--- config.mk ---
export PLATFORM = sky130hd
export DESIGN_NAME = stable_priority_queue
export DESIGN_NICKNAME = d
export VERILOG_FILES = /design/src/rtl/core/spq_pkg.sv /design/src/rtl/core/spq_cell.sv /design/src/rtl/core/stable_priority_queue.sv
export SDC_FILE = /design/constraint.sdc
export NUM_CORES = 2
export LEC_CHECK = 0
export CAP_MARGIN = 30
export CELL_PAD_IN_SITES_DETAIL_PLACEMENT = 1
export CELL_PAD_IN_SITES_GLOBAL_PLACEMENT = 1
export CORE_MARGIN = 2
export CORE_UTILIZATION = 55
export DETAILED_ROUTE_END_ITERATION = 8
export DONT_BUFFER_PORTS = 1
export PLACE_DENSITY_LB_ADDON = 0.1
export SYNTH_ARGS = -nofsm -noshare
export SYNTH_HDL_FRONTEND = slang
export SYNTH_SLANG_ARGS = --single-unit
export TNS_END_PERCENT = 20
--- constraint.sdc ---
create_clock -name clk -period 15.5 [get_ports clk]
set_clock_uncertainty 0.1 [all_clocks]
set_input_delay 3.1 -clock clk [delete_from_list [all_inputs] [get_ports clk]]
set_output_delay 3.1 -clock clk [all_outputs]
set_load 0.005 [all_outputs]
--- src/rtl/core/spq_pkg.sv ---
// ---------------------------------------------------------------------------
// Stable priority queue package
// Shared constants, status codes and the control group sent to the cells.
// ---------------------------------------------------------------------------
`default_nettype none

package spq_pkg;

    // Default sizes of the queue.
    localparam int DEF_CAPACITY      = 16;
    localparam int DEF_PRIORITY_BITS = 16;
    localparam int DEF_PAYLOAD_BITS  = 32;

    // Fixed widths of the result fields.
    localparam int OCC_BITS    = 5;
    localparam int STATUS_BITS = 2;

    // Request kinds carried on the input tuser.
    localparam logic OP_ENQ = 1'b0;
    localparam logic OP_DEQ = 1'b1;

    // Result status codes.
    typedef enum logic [STATUS_BITS-1:0] {
        ST_OK    = 2'd0,
        ST_EMPTY = 2'd1,
        ST_FULL  = 2'd2
    } status_t;

    // Operation broadcast to every cell in a cycle.
    typedef struct packed {
        logic enq;
        logic deq;
    } cell_ctrl_t;

endpackage

`default_nettype wire

--- src/rtl/core/spq_cell.sv ---
// ---------------------------------------------------------------------------
// Stable priority queue cell
// One slot of the sorted chain: holds, takes the new entry, or shifts.
// ---------------------------------------------------------------------------
`default_nettype none

module spq_cell
    import spq_pkg::*;
#(
    parameter int PRIORITY_BITS = DEF_PRIORITY_BITS,
    parameter int PAYLOAD_BITS  = DEF_PAYLOAD_BITS,
    parameter int CNT_W         = 5,
    parameter int IDX           = 0
)
(
    input  wire logic                            clk,
    input  wire cell_ctrl_t                      ctrl,
    input  wire logic [CNT_W-1:0]                count,
    input  wire logic signed [PRIORITY_BITS-1:0] new_prio,
    input  wire logic [PAYLOAD_BITS-1:0]         new_payload,
    input  wire logic                            prev_keep,
    input  wire logic signed [PRIORITY_BITS-1:0] prev_prio,
    input  wire logic [PAYLOAD_BITS-1:0]         prev_payload,
    input  wire logic signed [PRIORITY_BITS-1:0] next_prio,
    input  wire logic [PAYLOAD_BITS-1:0]         next_payload,
    output logic                                 keep,
    output logic signed [PRIORITY_BITS-1:0]      prio,
    output logic [PAYLOAD_BITS-1:0]              payload
);

    logic signed [PRIORITY_BITS-1:0] prio_reg;
    logic signed [PRIORITY_BITS-1:0] prio_next;
    logic [PAYLOAD_BITS-1:0]         payload_reg;
    logic [PAYLOAD_BITS-1:0]         payload_next;
    logic                            occupied;

    // The slot holds a live entry when it lies below the fill count.
    assign occupied = (count > CNT_W'(IDX));

    // An entry of greater or equal priority stays ahead of the new one.
    assign keep = occupied && (prio_reg >= new_prio);

    // Choose the slot's next contents.
    always_comb
    begin
        prio_next    = prio_reg;
        payload_next = payload_reg;
        if (ctrl.enq && !keep)
        begin
            if (prev_keep)
            begin
                prio_next    = new_prio;
                payload_next = new_payload;
            end
            else
            begin
                prio_next    = prev_prio;
                payload_next = prev_payload;
            end
        end
        else if (ctrl.deq)
        begin
            prio_next    = next_prio;
            payload_next = next_payload;
        end
    end

    // Entry storage; contents are meaningful only below the fill count.
    always_ff @(posedge clk)
    begin
        prio_reg    <= prio_next;
        payload_reg <= payload_next;
    end

    assign prio    = prio_reg;
    assign payload = payload_reg;

endmodule

`default_nettype wire

--- src/rtl/core/stable_priority_queue.sv ---
// ---------------------------------------------------------------------------
// Stable priority queue
// Bounded sorted queue built as a chain of compare-and-shift cells.
// ---------------------------------------------------------------------------
// For each request (enqueue or dequeue, chosen by s_tuser),
// every cell compares its stored priority with the incoming one and holds,
// loads the new entry or shifts in its neighbour's entry in the same edge,
// so a new request is taken every cycle as long as the result register is
// free or being drained. One result per request is offered the next cycle.
// Equal priorities leave in arrival order; an enqueue into a full queue is
// dropped with status full, a dequeue from an empty queue reports status
// empty. Occupancy is reported modulo 32.
`default_nettype none

module stable_priority_queue
    import spq_pkg::*;
#(
    parameter int CAPACITY      = DEF_CAPACITY,
    parameter int PRIORITY_BITS = DEF_PRIORITY_BITS,
    parameter int PAYLOAD_BITS  = DEF_PAYLOAD_BITS,
    localparam int S_TDATA_W    = ((PRIORITY_BITS + PAYLOAD_BITS + 7) / 8) * 8,
    localparam int M_TDATA_W    = ((PRIORITY_BITS + PAYLOAD_BITS + OCC_BITS + 7) / 8) * 8
)
(
    input  wire logic                 clk,
    input  wire logic                 rst_n,
    input  wire logic                 s_tvalid,
    output logic                      s_tready,
    // fields from bit 0: priority_in, payload_in, zero fill
    input  wire logic [S_TDATA_W-1:0] s_tdata,
    // fields from bit 0: opcode
    input  wire logic                 s_tuser,
    output logic                      m_tvalid,
    input  wire logic                 m_tready,
    // fields from bit 0: priority_out, payload_out, occupancy, zero fill
    output logic [M_TDATA_W-1:0]      m_tdata,
    // fields from bit 0: status
    output logic [STATUS_BITS-1:0]    m_tuser
);

    localparam int CNT_W = $clog2(CAPACITY + 1);

    logic                            accept;
    cell_ctrl_t                      ctrl;
    logic signed [PRIORITY_BITS-1:0] new_prio;
    logic [PAYLOAD_BITS-1:0]         new_payload;
    logic                            is_full;
    logic                            is_empty;
    logic [CNT_W-1:0]                count_reg;
    logic [CNT_W-1:0]                count_next;
    logic                            m_tvalid_reg;
    logic                            m_tvalid_next;
    logic [M_TDATA_W-1:0]            m_tdata_reg;
    logic [M_TDATA_W-1:0]            m_tdata_next;
    logic [STATUS_BITS-1:0]          m_tuser_reg;
    logic [STATUS_BITS-1:0]          m_tuser_next;
    logic signed [PRIORITY_BITS-1:0] prio_out;
    logic [PAYLOAD_BITS-1:0]         payload_out;
    status_t                         status;

    logic signed [PRIORITY_BITS-1:0] cell_prio [CAPACITY];
    logic [PAYLOAD_BITS-1:0]         cell_payload [CAPACITY];
    logic                            keep_chain [CAPACITY+1];

    // Request handshake: the result register is free or drains this cycle.
    assign s_tready = !m_tvalid_reg || m_tready;
    assign accept   = s_tvalid && s_tready;

    assign new_prio    = s_tdata[PRIORITY_BITS-1:0];
    assign new_payload = s_tdata[PRIORITY_BITS+PAYLOAD_BITS-1:PRIORITY_BITS];

    assign is_full  = (count_reg == CNT_W'(CAPACITY));
    assign is_empty = (count_reg == '0);

    // Operation seen by the cells; rejected requests leave them untouched.
    assign ctrl.enq = accept && (s_tuser == OP_ENQ) && !is_full;
    assign ctrl.deq = accept && (s_tuser == OP_DEQ) && !is_empty;

    // The slot ahead of the front counts as keeping its place.
    assign keep_chain[0] = 1'b1;

    // Chain of cells, slot 0 at the front.
    for (genvar i = 0; i < CAPACITY; i++)
    begin : g_cell
        logic signed [PRIORITY_BITS-1:0] prev_prio;
        logic [PAYLOAD_BITS-1:0]         prev_payload;
        logic signed [PRIORITY_BITS-1:0] next_prio;
        logic [PAYLOAD_BITS-1:0]         next_payload;

        if (i == 0)
        begin : g_head
            assign prev_prio    = new_prio;
            assign prev_payload = new_payload;
        end
        else
        begin : g_body
            assign prev_prio    = cell_prio[i-1];
            assign prev_payload = cell_payload[i-1];
        end

        if (i == CAPACITY - 1)
        begin : g_tail
            assign next_prio    = cell_prio[i];
            assign next_payload = cell_payload[i];
        end
        else
        begin : g_link
            assign next_prio    = cell_prio[i+1];
            assign next_payload = cell_payload[i+1];
        end

        spq_cell #(
            .PRIORITY_BITS (PRIORITY_BITS),
            .PAYLOAD_BITS  (PAYLOAD_BITS),
            .CNT_W         (CNT_W),
            .IDX           (i)
        ) u_cell (
            .clk          (clk),
            .ctrl         (ctrl),
            .count        (count_reg),
            .new_prio     (new_prio),
            .new_payload  (new_payload),
            .prev_keep    (keep_chain[i]),
            .prev_prio    (prev_prio),
            .prev_payload (prev_payload),
            .next_prio    (next_prio),
            .next_payload (next_payload),
            .keep         (keep_chain[i+1]),
            .prio         (cell_prio[i]),
            .payload      (cell_payload[i])
        );
    end

    // Fill count and result of the current request.
    always_comb
    begin
        count_next  = count_reg;
        status      = ST_OK;
        prio_out    = '0;
        payload_out = '0;
        if (ctrl.enq)
        begin
            count_next = count_reg + CNT_W'(1);
        end
        else if (ctrl.deq)
        begin
            count_next  = count_reg - CNT_W'(1);
            prio_out    = cell_prio[0];
            payload_out = cell_payload[0];
        end
        else if (s_tuser == OP_ENQ)
        begin
            status = ST_FULL;
        end
        else
        begin
            status = ST_EMPTY;
        end
    end

    // Result register loads on every accepted request.
    always_comb
    begin
        m_tvalid_next = m_tvalid_reg;
        m_tdata_next  = m_tdata_reg;
        m_tuser_next  = m_tuser_reg;
        if (accept)
        begin
            m_tvalid_next = 1'b1;
            m_tdata_next  = M_TDATA_W'({OCC_BITS'(count_next), payload_out, prio_out});
            m_tuser_next  = status;
        end
        else if (m_tready)
        begin
            m_tvalid_next = 1'b0;
        end
    end

    // Control state.
    always_ff @(posedge clk or negedge rst_n)
    begin
        if (!rst_n)
        begin
            count_reg    <= '0;
            m_tvalid_reg <= 1'b0;
        end
        else
        begin
            if (accept)
            begin
                count_reg <= count_next;
            end
            m_tvalid_reg <= m_tvalid_next;
        end
    end

    // Result payload.
    always_ff @(posedge clk)
    begin
        m_tdata_reg <= m_tdata_next;
        m_tuser_reg <= m_tuser_next;
    end

    assign m_tvalid = m_tvalid_reg;
    assign m_tdata  = m_tdata_reg;
    assign m_tuser  = m_tuser_reg;

endmodule

`default_nettype wire

==> load_flow_metrics.sql <==
INSERT INTO impl_metrics (metric_group, metric, value, unit) VALUES
('worst_setup_path', 'critPathCaptureType', 'flop', ''),
('floorplanning', 'floorplan.initialDensity', '55.4', '%'),
('run', 'drv.max_cap_violation_count', '0', ''),
('cts', 'cts_buffer_depth', '3', ''),
('detailed_routing', 'firstDrtPassIters', '6', ''),
('status', 'run_status', 'completed', ''),
('hold_path', 'worst_hold_path_type', 'reg2reg', ''),
('yosys', 'syn_area_per_cell', '11.7', 'sq um'),
('finish', 'antenna_cells', '0', ''),
('placed_design', 'gp_congestion', '0.951', ''),
('finish', 'layout.filler_cells', '8655', ''),
('yosys', 'yosys_register_bits', '829', ''),
('cts', 'tritoncts_clock_tree', 'built', ''),
('global_routing', 'global_route.overflow_total', '0', ''),
('floorplanning', 'core_area', '86500', 'sq um'),
('global_routing', 'via_count_of_the_first_global_routing_pass', '37600', ''),
('pwr', 'ir_drop', '0.000112', 'V'),
('worst_setup_path', 'startpoint_type', 'input port', ''),
('detailed_routing', 'dr_total_vias', '35400', ''),
('cts', 'cts_inserted_buffers', '93', ''),
('cts', 'hold_buffer_count_at_cts', '0', ''),
('finish', 'number_of_flip_flops_under_the_largest_register_name', '512', ''),
('cts', 'clock_latency', '670', 'ps'),
('finish', 'syn2layout_area_growth', '8.40', '%'),
('sta', 'drv_slew', '0', ''),
('pwr', 'power_density', '171', 'nW/um^2'),
('global_routing', 'grt_use_total', '35.9', '%'),
('floorplanning', 'die_width', '299', 'um'),
('detailed_routing', 'detailedRoute.firstIterationViolations', '3214', ''),
('cts', 'ctsRootBufferMaster', 'clkbuf_16', ''),
('global_routing', 'grt_first_pass_wirelength', '243000', 'um'),
('global_routing', 'grt_antenna_before_repair', '2', ''),
('yosys', 'post_synth_num_cell_types', '78', ''),
('detailed_routing', 'final_antenna_net_count', '0', ''),
('sta', 'timing.final.crit_period', '7770', 'ps'),
('finish', 'post_route_cells_drive_above_1_share', '17.2', '%'),
('sta', 'timing.slew.headroom', '26.3', '%'),
('detailed_routing', 'post_detailed_route_via_to_cell_ratio', '6.84', ''),
('finish', 'fin_util', '60.0', '%'),
('cts', 'postcts_setup_bufs', '0', ''),
('yosys', 'synth_edf_count', '823', ''),
('pwr', 'total_leakage_power', '19.9', 'nW'),
('finish', 'multi_input_comb_area', '21800', 'sq um'),
('worst_setup_path', 'timing.setup.critical_path_class', 'in2reg', ''),
('yosys', 'synth-warning-count', '0', ''),
('worst_setup_path', 'critical_path_at', '7940', 'ps'),
('worst_setup_path', 'timing.critical_path.fanout_max', '48', ''),
('finish', 'sequential_cell_area', '24900', 'sq um'),
('placed_design', 'numPortBuffers', '0', ''),
('sta', 'final_hold_viol_count', '0', ''),
('floorplanning', 'pin_count', '113', ''),
('sta', 'fin_crit_share', '50.1', '%'),
('yosys', 'synth-main-ff-cell', 'edfxtp_1', ''),
('detailed_routing', 'routed_wirelength', '162000', 'um'),
('cts', 'clkSinkCount', '829', ''),
('sta', 'tightestPinTransition', '1110', 'ps'),
('sta', 'setup-violations-final', '0', ''),
('detailed_routing', 'avgRoutedWirePerCell', '31.4', 'um'),
('sta', 'fin_setup_tns', '0', 'ps'),
('sta', 'timing.fmax', '129', 'MHz'),
('sta', 'rsz0062_at_grt', 'no', ''),
('floorplanning', 'fp_rows', '108', ''),
('yosys', 'synth_sequential_area_ratio', '51.9', '%'),
('finish', 'mostFrequentLayoutCell', 'edfxtp_1', ''),
('hold_path', 'hold-path-cell-count', '1', ''),
('cts', 'cts_repair_resizes', '0', ''),
('floorplanning', 'die_y', '299', 'um'),
('global_routing', 'maximum_number_of_pins_on_one_net_before_global_route_repair', '77', ''),
('cts', 'clkTransAtPathRegs', '60', 'ps'),
('detailed_routing', 'detail_route.drc_violations', '0', ''),
('yosys', 'cell_count_after_synthesis', '4079', ''),
('yosys', 'synthArstFlopShare', '0.724', '%'),
('finish', 'fin_nets', '4254', ''),
('worst_setup_path', 'worst_ep_required_time', '15670', 'ps'),
('placed_design', 'place_hpwl', '102000', 'um'),
('cts', 'ctsHtreeMaxLevel', '3', ''),
('yosys', 'syn-cell-area', '47900', 'sq um'),
('worst_setup_path', 'reg2reg_depth', '10', ''),
('floorplanning', 'floorplan.die_area', '89500', 'sq um'),
('finish', 'layout.cells.most_common_list', 'edfxtp_1 (823), a21oi_1 (459), mux2i_1 (411)', '');
==> report_power, final <==
group	internal [mW]	total [mW]	switching (mW)	leakage, nW
sequential	3.08	3.36	0.284	7.80
combinational	1.25	3.37	2.11	10.6
clock	1.22	2.16	0.943	1.42
total	5.55	8.89	3.34	19.9
==> critical path: stages <==
cell      delay, ps
inv_1           270
buf_4           280
ha_1            270
and3_1          180
nand4_1         310
a211oi_1        720
a211oi_1        250
a311oi_4        740
buf_4           680
nand2b_2        240
buf_4           720
==> area by class of cell <==
type / instances / share of cell area [%]
flip-flops and latches: 829 / 47.9
multi-input cells: 2887 / 42.0
clock buffers: 120 / 4.82
well taps: 1155 / 2.78
repair buffers: 82 / 1.45
clock inverters: 50 / 0.728
inverters: 47 / 0.342
==> synthesized netlist by cell type, types with 17 or more instances <==
library cell    n  share of area (%)
mux2_1         19               0.45
buf_2          80               0.84
inv_1          46               0.36
nor2_1        364                2.9
edfxtp_1      823                 52
nand4_1        41               0.54
nand3_1        81               0.85
mux2i_1       411                8.6
nand2b_1       17               0.22
clkbuf_1      199                1.6
o21ai_0       214                2.2
ha_1          261                6.8
mux2_2        408                9.6
a31oi_1       103                1.3
a21oi_1       462                4.8
o211ai_1       19               0.30
and2_1         52               0.68
a21o_1         32               0.50
nor2b_1        18               0.24
nand2_1       209                1.6
==> path summary, 6_finish.rpt <==
kind	endpoint	slack [ps]	startpoint
worst max-delay path	g_cell[10].u_cell.prio[11]$_DFFE_PP_	7730	s_tdata[15]
worst min-delay path	m_tdata[28]$_SDFFCE_PP0P_	450	g_cell[0].u_cell.payload[12]$_DFFE_PP_
worst max register to register	g_cell[4].u_cell.payload[20]$_DFFE_PP_	10090	count_reg[0]$_DFFE_PN0P_
worst min register to register	m_tdata[28]$_SDFFCE_PP0P_	450	g_cell[0].u_cell.payload[12]$_DFFE_PP_
max in group asynchronous	count_reg[1]$_DFFE_PN0P_	13190	rst_n
min in group asynchronous	count_reg[3]$_DFFE_PN0P_	2020	rst_n
==> through the flow <==
stage / hold slack, ps / power (mW) / std cells / instance area (sq um) / setup slack [ps]
finish: 446 / 8.89 / 5170 / 51900 / 7730
global placement: 427 / 6.47 / 4993 / 48900 / 7410
CTS: 449 / 8.84 / 5166 / 51800 / 8020
global route: 474 / 9.22 / 5170 / 51900 / 7680
detailed placement: 434 / 6.67 / 4996 / 48900 / 7340
floorplan: 415 / 5.57 / 4081 / 47900 / 6000
==> layer usage <==
layer  global-route usage, %  share of wire [%]
met1                    49.6                 43
met4                    12.8                3.4
met2                    58.1                 47
met5                       0                  0
met3                    5.14                7.1
==> logic make-up (layout without fill, tap and decap cells) <==
| group | count (synthesis) | after routing | share of synthesized area (%) |
|---|---|---|---|
| AOI/OAI and AO/OA | 924 | 924 | 10.8 |
| muxes | 853 | 853 | 19.1 |
| and+or+nand+nor | 839 | 839 | 7.85 |
| DFF | 829 | 829 | 51.9 |
| buffers and inverters | 365 | 299 | 3.37 |
| adders and majority gates | 261 | 261 | 6.82 |
| xor gates and xnor gates | 7 | 7 | 0.128 |
| other | 1 | 3 | 0.00783 |
No activity file was read; power rests on OpenSTA's default activity.
